File: config.mk
export PLATFORM = sky130hd
export DESIGN_NAME = spic_regs
export DESIGN_NICKNAME = d
export VERILOG_FILES = /design/src/design/spic_pkg.sv /design/src/design/spic_regs.sv
export SDC_FILE = /design/constraint.sdc
export NUM_CORES = 1
export LEC_CHECK = 0
export BUFFER_PORTS_ARGS = -buffer_cell sky130_fd_sc_hd__buf_2
export CORE_ASPECT_RATIO = 1.2
export CORE_MARGIN = 3
export CORE_UTILIZATION = 45
export DETAILED_ROUTE_END_ITERATION = 12
export GPL_TIMING_DRIVEN = 0
export PLACE_DENSITY = 0.88
export RECOVER_POWER = 100
export SLEW_MARGIN = 20
export SYNTH_ARGS = -nofsm -noshare
export SYNTH_HDL_FRONTEND = slang
export SYNTH_SLANG_ARGS = --single-unit
File: constraint.sdc
create_clock -name i_clk -period 1 [get_ports i_clk]
set_input_delay 0.1 -clock i_clk [delete_from_list [all_inputs] [get_ports i_clk]]
set_output_delay 0.1 -clock i_clk [all_outputs]
set_load 0.02 [all_outputs]
File: src/design/spic_pkg.sv
// Shared types, constants and register codes for the speed PID block.
package spic_pkg;

    localparam int SAMPLE_WIDTH_DEF   = 16;
    localparam int INTEGRAL_WIDTH_DEF = 24;
    localparam int GAIN_FRAC_BITS_DEF = 8;

    localparam int GAIN_WIDTH      = 16;
    localparam int LIMIT_WIDTH     = 15;
    localparam int CAP_WIDTH       = 24;
    localparam int DRIVE_WIDTH     = 16;
    localparam int CFG_DATA_WIDTH  = 24;
    localparam int CFG_INDEX_WIDTH = 3;

    localparam logic signed [GAIN_WIDTH-1:0] KP_RESET    = -16'sd12800;
    localparam logic signed [GAIN_WIDTH-1:0] KI_RESET    = -16'sd1536;
    localparam logic signed [GAIN_WIDTH-1:0] KD_RESET    = 16'sd0;
    localparam logic [LIMIT_WIDTH-1:0]       LIMIT_RESET = 15'd7000;
    localparam logic signed [CAP_WIDTH-1:0]  CAP_RESET   = -24'sd1166;

    typedef enum logic [CFG_INDEX_WIDTH-1:0] {
        REG_KP_GAIN      = 3'd0,
        REG_KI_GAIN      = 3'd1,
        REG_KD_GAIN      = 3'd2,
        REG_OUTPUT_LIMIT = 3'd3,
        REG_INTEGRAL_CAP = 3'd4
    } t_reg_index;

    typedef struct packed {
        logic [GAIN_WIDTH-1:0]  kp_gain;
        logic [GAIN_WIDTH-1:0]  ki_gain;
        logic [GAIN_WIDTH-1:0]  kd_gain;
        logic [LIMIT_WIDTH-1:0] output_limit;
        logic [CAP_WIDTH-1:0]   integral_cap;
    } t_cfg;

endpackage

File: src/design/spic_regs.sv
// Configuration register file for the speed PID block.
module spic_regs (
    input  logic                                  i_clk,
    input  logic                                  i_rst_n,
    input  logic                                  i_cfg_we,
    input  logic [spic_pkg::CFG_INDEX_WIDTH-1:0]  i_cfg_index,
    input  logic [spic_pkg::CFG_DATA_WIDTH-1:0]   i_cfg_data,
    output spic_pkg::t_cfg                        o_cfg
);
    import spic_pkg::*;

    t_cfg r_cfg;

    always_ff @(posedge i_clk) begin
        if (!i_rst_n) begin
            r_cfg.kp_gain      <= KP_RESET;
            r_cfg.ki_gain      <= KI_RESET;
            r_cfg.kd_gain      <= KD_RESET;
            r_cfg.output_limit <= LIMIT_RESET;
            r_cfg.integral_cap <= CAP_RESET;
        end else if (i_cfg_we) begin
            case (i_cfg_index)
                REG_KP_GAIN:      r_cfg.kp_gain      <= i_cfg_data[GAIN_WIDTH-1:0];
                REG_KI_GAIN:      r_cfg.ki_gain      <= i_cfg_data[GAIN_WIDTH-1:0];
                REG_KD_GAIN:      r_cfg.kd_gain      <= i_cfg_data[GAIN_WIDTH-1:0];
                REG_OUTPUT_LIMIT: r_cfg.output_limit <= i_cfg_data[LIMIT_WIDTH-1:0];
                REG_INTEGRAL_CAP: r_cfg.integral_cap <= i_cfg_data[CAP_WIDTH-1:0];
                default: ;  // drop writes to unmapped indexes
            endcase
        end
    end

    assign o_cfg = r_cfg;

endmodule

==> run metrics <==
Core Region=0.00736 mm^2; Top delay family on crit path=flip-flops; Worst Path Max Fanout=2; Rel. slew slack=61.8%; Final Core Density=60.3%; Synth Area in Compound Gates=0%; register area share after synthesis=50.4%; commonest non-fill, non-tap cell in the layout=mux2i_1; final hold viol count=0; r2r setup slk=0.33 ns; #FFs+latches synth=87; Synth Area in XOR/XNOR=0%; VDD IR max=1150 uV; fin crit period=0.975 ns; cells after synthesis=330; Critical path origin=o_cfg[69]; fraction of synthesized area in multiplexers=25.2%; Comb pwr share=9.1%; Synth Net Count=360; Routed WL per cell=16.3 um; HP Class=in -> reg; Largest register FFs=87; RePlAce Congestion=0.818; Syn Std Cell Area=0.00346 mm^2; via count=2713; synth unique cells=15; dpl hpwl=6710 um; Pins Over Slew Limit=0; crit path launch type=register; vias per inst=4.94; PostCTS Resize Cnt=0; critical path arrival=0.87 ns; cell row count=34; HP Start=i_cfg_data[20]; total grt overflow=0; CP endpoint kind=output port; NetSw=1.65 mW; share of post-route cells with drive strength above 1=33.1%; Synthesis Warnings=0; number of global-route vias before repair=2784; Die ar.=0.00878 mm^2; RR Endpoint=o_cfg[1]; Hold Buf Count CTS=0; Worst Skew=0 ns; launch point of the worst reg-to-reg path=o_cfg[1]; CP bufs+invs=1; Post-CTS Setup Bufs=0; Reg2Reg Depth=2; cell internal pwr=5.44 mW; H-Tree Level Count=3; delay of the slowest cell on the worst path=0.36 ns; Layout area overhead=28.4%; Max Fclk=1.03 GHz; first-pass GRT wire length=13900 um; Switching Share=23.3%; largest family of logic cells by synthesized area=multiplexers; pwr dens=1600 mW/mm^2; Post-Synthesis Mean Instance Area=10.5 um^2; maxcap violations=0; Worst-Margin Slew=0.571 ns; Root Buffer=clkbuf_8; # DRC=0; setup violators final=0; Antenna Cells=0; worst skew pair latency=0.34 ns; Port-buffer cells=115; status=complete, no violations; gr usage total=20.6%; initial core utilization=47.0%; final instance area=0.00444 mm^2; Clock Power Share=40.3%; hold path depth=3; CP required=0.90 ns; Die Ht=102 um; TritonRoute pass-1 iters=4; Sequential Power Share=50.5%; maximum number of pins on one net before global-route repair=15; Synth Area in Adders=0%; Leakage=2.02 nW; maximum root-to-sink buffer count=2; most frequent cells in the layout=mux2i_1, dfxtp_1, buf_2, nand2_1, nor2b_1; worst hold endpoint=o_cfg[20]; number of routed nets with antenna violations=0; Post-Synth Simple-Gate Area=20.7%; slowest CP cell=dfxtp_1; Nets=486; crit share post-route=97.5%; Crit Path Class=reg -> out; Sink Count=87; setup TNS=0 ns; total routed wirelength=8960 um; initial antenna violation count=0; Clock Pin Slew Worst Setup and Hold Paths=0.08 ns; CTS tree=yes; Horiz. Die Dim=86.0 um; critical-path cell list=buf_2; Iter 0 DRT Violations=88; CTS buffer count=9; io pins=117; placed cell area=0.00415 mm^2
[cells in the mapped netlist (all sizes together)]
| cell type | count | share of area (%) |
|---|---|---|
| nand4b | 1 | 0.25 |
| and4bb | 3 | 1.2 |
| nand4bb | 1 | 0.33 |
| or4b | 1 | 0.29 |
| nor2b | 58 | 10 |
| clkbuf | 10 | 1.1 |
| buf | 14 | 2.6 |
| and4b | 1 | 0.33 |
| nor4b | 1 | 0.69 |
| nand2 | 66 | 7.2 |
| mux2i | 87 | 25 |
| dfxtp | 87 | 50 |
[per-stage QoR]
| step | hold WS, ns | worst slack [ns] | instances | total power, mW |
|---|---|---|---|---|
| 3_3_place_gp | 0.360 | -0.303 | 535 | 4.29 |
| 4_1_cts | 0.000405 | 0.00768 | 549 | 7.12 |
| 3_5_place_dp | 0.366 | -0.355 | 535 | 4.30 |
| 5_1_grt | 0.00559 | -0.000760 | 549 | 7.34 |
| 2_1_floorplan | 0.242 | -0.00967 | 330 | 4.04 |
| 6_report | 0.0160 | 0.0253 | 549 | 7.09 |
[logic make-up (layout without fill, tap and decap cells)]
family        Yosys count  after routing
simple gates          132            132
mux                    87             87
flops                  87             87
buf+inv                24            153
[power groups by stage]
stage | logic, mW | clock network [mW] | registers [mW]
2_1_floorplan | 0.291 | 0 | 3.75
3_3_place_gp | 0.628 | 0 | 3.66
3_5_place_dp | 0.639 | 0 | 3.66
4_1_cts | 0.642 | 2.90 | 3.58
5_1_grt | 0.702 | 3.05 | 3.59
6_report | 0.648 | 2.86 | 3.58
[worst max path at each step]
stage / to / depth (start not counted)
2_1_floorplan: o_cfg[80] / 3
3_3_place_gp: o_cfg[44] / 5
4_1_cts: o_cfg[49] / 5
3_5_place_dp: o_cfg[51] / 5
5_1_grt: o_cfg[32] / 1
6_report: o_cfg[69] / 1
[routing by layer]
metal | part of all wire (%) | global-route usage, % | up-vias
li1 | - | - | 1332
met1 | 42 | 23.9 | 1280
met2 | 51 | 36.5 | 90
met3 | 5.9 | 5.00 | 11
met4 | 1.2 | 8.04 | 0
met5 | 0 | 0 | -
[layout make-up]
cell class / count / area, um^2
Clock inverter: 5 / 106
Tap cell: 90 / 113
Timing Repair Buffer: 115 / 631
Sequential cell: 87 / 1740
Buffer: 24 / 131
Clock buffer: 9 / 124
Fill cell: 657 / 2920
Multi-Input combinational cell: 219 / 1590
Power figures use the tool's default switching activity.
