==> config.mk <==
export PLATFORM = sky130hd
export DESIGN_NAME = spic_core
export DESIGN_NICKNAME = d
export VERILOG_FILES = /design/src/design/spic_pkg.sv /design/src/design/spic_core.sv
export SDC_FILE = /design/constraint.sdc
export NUM_CORES = 2
export LEC_CHECK = 0
export BUFFER_PORTS_ARGS = -buffer_cell sky130_fd_sc_hd__buf_2
export CAP_MARGIN = 20
export CORE_AREA = 5 5 269 323
export CTS_BUF_LIST = sky130_fd_sc_hd__clkbuf_16
export CTS_CLUSTER_DIAMETER = 120
export CTS_CLUSTER_SIZE = 30
export DETAILED_ROUTE_END_ITERATION = 6
export DIE_AREA = 0 0 274 328
export PLACE_DENSITY = 0.71
export SETUP_SLACK_MARGIN = 0.2
export SKIP_LAST_GASP = 1
export SYNTH_ARGS = -nofsm -noshare
export SYNTH_HDL_FRONTEND = slang
export SYNTH_SLANG_ARGS = --single-unit
==> constraint.sdc <==
create_clock -name i_clk -period 35.6 [get_ports i_clk]
set_clock_uncertainty 0.15 [all_clocks]
set_input_delay 1.78 -clock i_clk [delete_from_list [all_inputs] [get_ports i_clk]]
set_output_delay 1.78 -clock i_clk [all_outputs]
set_load 0.03 [all_outputs]
==> src/design/spic_pkg.sv <==
// Shared types, constants and register codes for the speed PID block.
package spic_pkg;

    localparam int SAMPLE_WIDTH_DEF   = 16;
    localparam int INTEGRAL_WIDTH_DEF = 24;
    localparam int GAIN_FRAC_BITS_DEF = 8;

    localparam int GAIN_WIDTH      = 16;
    localparam int LIMIT_WIDTH     = 15;
    localparam int CAP_WIDTH       = 24;
    localparam int DRIVE_WIDTH     = 16;
    localparam int CFG_DATA_WIDTH  = 24;
    localparam int CFG_INDEX_WIDTH = 3;

    localparam logic signed [GAIN_WIDTH-1:0] KP_RESET    = -16'sd12800;
    localparam logic signed [GAIN_WIDTH-1:0] KI_RESET    = -16'sd1536;
    localparam logic signed [GAIN_WIDTH-1:0] KD_RESET    = 16'sd0;
    localparam logic [LIMIT_WIDTH-1:0]       LIMIT_RESET = 15'd7000;
    localparam logic signed [CAP_WIDTH-1:0]  CAP_RESET   = -24'sd1166;

    typedef enum logic [CFG_INDEX_WIDTH-1:0] {
        REG_KP_GAIN      = 3'd0,
        REG_KI_GAIN      = 3'd1,
        REG_KD_GAIN      = 3'd2,
        REG_OUTPUT_LIMIT = 3'd3,
        REG_INTEGRAL_CAP = 3'd4
    } t_reg_index;

    typedef struct packed {
        logic [GAIN_WIDTH-1:0]  kp_gain;
        logic [GAIN_WIDTH-1:0]  ki_gain;
        logic [GAIN_WIDTH-1:0]  kd_gain;
        logic [LIMIT_WIDTH-1:0] output_limit;
        logic [CAP_WIDTH-1:0]   integral_cap;
    } t_cfg;

endpackage

==> src/design/spic_core.sv <==
// PID arithmetic, integral/previous-error state, one sample per i_advance cycle.
module spic_core #(
    parameter int SAMPLE_WIDTH   = spic_pkg::SAMPLE_WIDTH_DEF,
    parameter int INTEGRAL_WIDTH = spic_pkg::INTEGRAL_WIDTH_DEF,
    parameter int GAIN_FRAC_BITS = spic_pkg::GAIN_FRAC_BITS_DEF
) (
    input  logic                                    i_clk,
    input  logic                                    i_rst_n,
    input  logic                                    i_advance,
    input  logic signed [SAMPLE_WIDTH-1:0]          i_measured_speed,
    input  logic signed [SAMPLE_WIDTH-1:0]          i_target_speed,
    input  spic_pkg::t_cfg                          i_cfg,
    output logic signed [spic_pkg::DRIVE_WIDTH-1:0] o_drive_value,
    output logic                                    o_integral_clamped
);
    import spic_pkg::*;

    localparam int EW   = SAMPLE_WIDTH + 1;                 // error
    localparam int DW   = SAMPLE_WIDTH + 2;                 // error difference
    localparam int IW   = INTEGRAL_WIDTH;
    localparam int SUMW = ((IW > EW) ? IW : EW) + 1;        // unsaturated sum
    localparam int CW   = (IW > CAP_WIDTH) ? IW : CAP_WIDTH;
    localparam int MW   = (IW > DW) ? IW : DW;
    localparam int TW   = GAIN_WIDTH + MW + 2;              // total of three terms
    localparam int PKP  = GAIN_WIDTH + EW;
    localparam int PKI  = GAIN_WIDTH + IW;
    localparam int PKD  = GAIN_WIDTH + DW;
    localparam logic [TW-1:0] BIAS = (TW'(1) << GAIN_FRAC_BITS) - TW'(1);
    localparam logic signed [IW-1:0] SUM_MAX = {1'b0, {(IW-1){1'b1}}};
    localparam logic signed [IW-1:0] SUM_MIN = {1'b1, {(IW-1){1'b0}}};
    localparam logic signed [DRIVE_WIDTH-1:0] DRIVE_MAX = {1'b0, {(DRIVE_WIDTH-1){1'b1}}};
    localparam logic signed [DRIVE_WIDTH-1:0] DRIVE_MIN = {1'b1, {(DRIVE_WIDTH-1){1'b0}}};

    logic signed [IW-1:0] r_integral_sum;
    logic signed [EW-1:0] r_prev_error;
    logic signed [IW-1:0] n_integral_sum;

    logic signed [GAIN_WIDTH-1:0] w_kp;
    logic signed [GAIN_WIDTH-1:0] w_ki;
    logic signed [GAIN_WIDTH-1:0] w_kd;
    logic signed [CW-1:0]         w_cap_ext;
    logic signed [IW-1:0]         w_cap_sat;
    logic signed [EW-1:0]         w_error;
    logic signed [DW-1:0]         w_diff;
    logic signed [SUMW-1:0]       w_sum_wide;
    logic signed [IW-1:0]         w_sum;
    logic signed [PKP-1:0]        w_p_kp;
    logic signed [PKI-1:0]        w_p_ki;
    logic signed [PKD-1:0]        w_p_kd;
    logic signed [TW-1:0]         w_total;
    logic signed [TW-1:0]         w_limit_scaled;
    logic signed [TW-1:0]         w_biased;
    logic signed [TW-1:0]         w_quot;
    logic                         w_clamp;

    assign w_kp = $signed(i_cfg.kp_gain);
    assign w_ki = $signed(i_cfg.ki_gain);
    assign w_kd = $signed(i_cfg.kd_gain);

    assign w_error = EW'(i_measured_speed) - EW'(i_target_speed);
    assign w_diff  = DW'(w_error) - DW'(r_prev_error);

    // saturating accumulate
    assign w_sum_wide = SUMW'(r_integral_sum) + SUMW'(w_error);
    always_comb begin
        if ((&w_sum_wide[SUMW-1:IW-1]) || !(|w_sum_wide[SUMW-1:IW-1])) begin
            w_sum = w_sum_wide[IW-1:0];
        end else begin
            w_sum = w_sum_wide[SUMW-1] ? SUM_MIN : SUM_MAX;
        end
    end

    // cap fitted to the sum's range
    assign w_cap_ext = CW'($signed(i_cfg.integral_cap));
    always_comb begin
        if ((&w_cap_ext[CW-1:IW-1]) || !(|w_cap_ext[CW-1:IW-1])) begin
            w_cap_sat = w_cap_ext[IW-1:0];
        end else begin
            w_cap_sat = w_cap_ext[CW-1] ? SUM_MIN : SUM_MAX;
        end
    end

    assign w_p_kp = PKP'(w_kp) * PKP'(w_error);
    assign w_p_ki = PKI'(w_ki) * PKI'(w_sum);
    assign w_p_kd = PKD'(w_kd) * PKD'(w_diff);

    assign w_total = TW'(w_p_kp) + TW'(w_p_ki) + TW'(w_p_kd);

    assign w_limit_scaled = TW'($signed({1'b0, i_cfg.output_limit})) <<< GAIN_FRAC_BITS;
    assign w_clamp        = TW'(w_p_ki) > w_limit_scaled;

    // truncate toward zero: bias negative totals before the arithmetic shift
    assign w_biased = w_total + (w_total[TW-1] ? $signed(BIAS) : $signed(TW'(0)));
    assign w_quot   = w_biased >>> GAIN_FRAC_BITS;

    always_comb begin
        if ((&w_quot[TW-1:DRIVE_WIDTH-1]) || !(|w_quot[TW-1:DRIVE_WIDTH-1])) begin
            o_drive_value = w_quot[DRIVE_WIDTH-1:0];
        end else begin
            o_drive_value = w_quot[TW-1] ? DRIVE_MIN : DRIVE_MAX;
        end
    end

    assign o_integral_clamped = w_clamp;
    assign n_integral_sum     = w_clamp ? w_cap_sat : w_sum;

    always_ff @(posedge i_clk) begin
        if (!i_rst_n) begin
            r_integral_sum <= '0;
            r_prev_error   <= '0;
        end else if (i_advance) begin
            r_integral_sum <= n_integral_sum;
            r_prev_error   <= w_error;
        end
    end

endmodule

==> reports/qor.yml <==
run_status:
  status: "complete, no violations"
drt:
  drc: 0
  vias_per_cell: 5.500
  vias: 34490
  drtIter0Drc: 2177
  met3_wirelength_um: 6455
  wl_met1_um: 47030
  met2WireLength_um: 61370
  drtAntennaViolNets: 0
  top_layer_used: "met5"
  firstDrtPassIters: 5
  routedWlPerCell_um: 19.71
  wirelength_um: 123600
run:
  drv_cap: 0
synthesis:
  synthFlopType: "dfxtp_1"
  syn_nets: 6740
  synth_area_leaders: "fa_1 50%, inv_1 11%, ha_1 9.0%"
  synth-seq-area-share_pct: 1.807
  yosys_warnings: 0
  synth_commonest_cells: "1351 x inv_1, 1128 x fa_1, 628 x nand2_1"
  synth_area_um2: 45420
  yosysMostFrequentCell: "inv_1"
  syn_avg_cell_area_um2: 8.798
  synth_top_cell_by_area: "fa_1"
  synth_cells: 5163
  synth.top_cell.area_share_pct: 49.71
  ys_ff_latch: 41
  synth-async-reset-ratio_pct: 0
  synth_cell_types: 95
  synth-edff-count: 0
worst_setup_path:
  r2r_setup_slack_ns: 22.07
  worstPathArrival_ns: 24.13
  worstSetupPathType: "input port to output port"
  r2r_start: "r_integral_sum[0]"
  max_stage_delay_ns: 0.71
  cp.required_ns: 33.67
  slowest_stage: "a21o_1"
  cp_max_fo: 28
  reg2reg_depth: 49
  cp-start-kind: "input port"
  crit_top_cell: "fa_1"
  end_kind: "output port"
  rr_endpoint: "r_integral_sum[1]"
clocking:
  htree_levels: 2
  cts_sinks: 41
  cts_buffers: 5
  root_buffer: "clkbuf_16"
  cts_tree: "yes"
  clk_pin_slew_ns: 0.07
  clock_latency_ns: 0.30
  cts_setup_buffers: 0
  clockBufferDepth: 2
  cts_resized: 0
  hold_buffers: 0
layout:
  multi_input_area_um2: 38810
  syn2layout_area_growth_pct: 4.101
  nFillCells: 7465
  seqCellArea_um2: 820.8
  nNetsFinal: 6720
  drive_gt1_share_pct: 5.093
place:
  dp_hpwl_um: 106400
  gp_congestion: 0.9561
  port_buffers: 138
sta:
  hold_viol_final: 0
  rsz0062_at_grt: "no"
  min_period_over_period_pct: 73.19
  finalMaxSlewViolations: 0
  setup_violations: 0
  slew_headroom_pct: 23.19
  finalSetupTns_ns: 0
  fin_crit_ns: 26.06
  worstMarginPinSlew_ns: 1.145
  max_freq_ghz: 0.03838
floorplan:
  rows: 116
  die_height_um: 328
  die_x_um: 274
  io_pins: 139
  coreArea_um2: 83160
  start_util_pct: 54.62
  dieArea_um2: 89870
global_route:
  grt_max_degree: 79
  grtUsageTotal_pct: 28.45
  grt_pass1_wl_um: 202700
  antenna_found_initial: 4
  first_global_vias: 37990
  grt_overflow: 0
hold_path:
  min_to: "r_prev_error[0]"
  worstHoldPathType: "register to register"
  hp-start: "r_prev_error[0]"
  min_path_cells: 2
[state kept, by name, summed over array words and instances, names as in the netlist]
register,count
r_prev_error,17
r_integral_sum,24
[area by class of cell]
class	count	share of cell area (%)
multi-input cells	3567	82.08
inverters	1353	10.74
well taps	1121	2.966
repair buffers	175	2.088
flip-flops and latches	41	1.736
clock buffers	5	0.2646
clock inverters	3	0.09790
diodes	5	0.02646
[worst max-delay path: cells and delay by family]
| family | cells | cell delay (ns) |
|---|---|---|
| AO/OA/AOI/OAI | 32 | 7.20 |
| AND/OR/NAND/NOR | 12 | 3.26 |
| XOR/XNOR | 1 | 0.21 |
| buffers and inverters | 12 | 1.07 |
| multiplexers | 3 | 1.26 |
| adder cells (fa/ha/maj) | 20 | 9.26 |
[per-stage QoR]
step	area [µm²]	cells	setup WS (ns)	util [%]	hold slack, ns
2_1_floorplan	45420	5163	11.51	-	0.3103
3_3_place_gp	47060	6254	10.07	56.59	0.3251
3_5_place_dp	47080	6255	9.692	56.61	0.3259
4_1_cts	47250	6263	9.652	56.81	0.3369
5_1_grt	47280	6265	7.933	56.85	0.3721
6_report	47290	6270	9.543	56.86	0.3389
[cell usage in the layout, fill, tap and decap left out, types with 9 or more instances in the layout]
master    Yosys  final
mux2i_1      26     26
dfxtp_1      41     41
a21oi_2      13     14
fa_1       1128   1128
a21o_1       47     47
a21boi_0     15     14
o21a_1       32     32
a211oi_1     18     17
o21bai_1     13     13
o311ai_0     17     17
nor3_1       43     43
o211ai_1     25     25
o21ai_0      91     90
nand3_1      59     59
xnor2_2       0      9
nand2b_1     48     48
a21oi_1     113    112
ha_1        327    327
xnor2_1      95     86
and2_1      308    308
nor2_1      150    149
inv_1      1351   1351
nor2b_1      74     74
or2_2        13     13
and3_1       27     27
a31oi_1      15     15
nand2_1     628    628
buf_4         1     34
xor2_1       26     25
nand3b_1     20     20
buf_2         7    138
nand4_1      44     44
nor4_1        9      9
[routing by layer]
layer	vias up	track usage (%)
met3	323	3.017
met5	-	0
met1	17630	34.47
li1	15370	-
met4	2	14.99
met2	1162	50.08
[how the worst max path moves through the flow]
stage / startpoint / endpoint / slack [ns]
CTS: i_measured_speed[0] / o_drive_value[12] / 9.65
global placement: i_measured_speed[0] / o_drive_value[12] / 10.07
floorplan: i_measured_speed[0] / o_drive_value[10] / 11.51
global route: i_measured_speed[0] / o_drive_value[12] / 7.93
detailed placement: i_measured_speed[0] / o_drive_value[12] / 9.69
finish: i_measured_speed[0] / o_drive_value[3] / 9.54
[kinds of logic after synthesis]
logic type / count (synthesis) / share of synthesized area, %
buffers and inverters: 1555 / 12.98
and+or+nand+nor: 1461 / 15.81
adders and majority gates: 1455 / 58.72
AOI/OAI and AO/OA: 500 / 7.674
xor gates and xnor gates: 121 / 2.333
DFF: 41 / 1.807
muxes: 30 / 0.6776
Power is not shown: default switching activity piles up to over one toggle a cycle in this logic, so the estimate is an artifact.
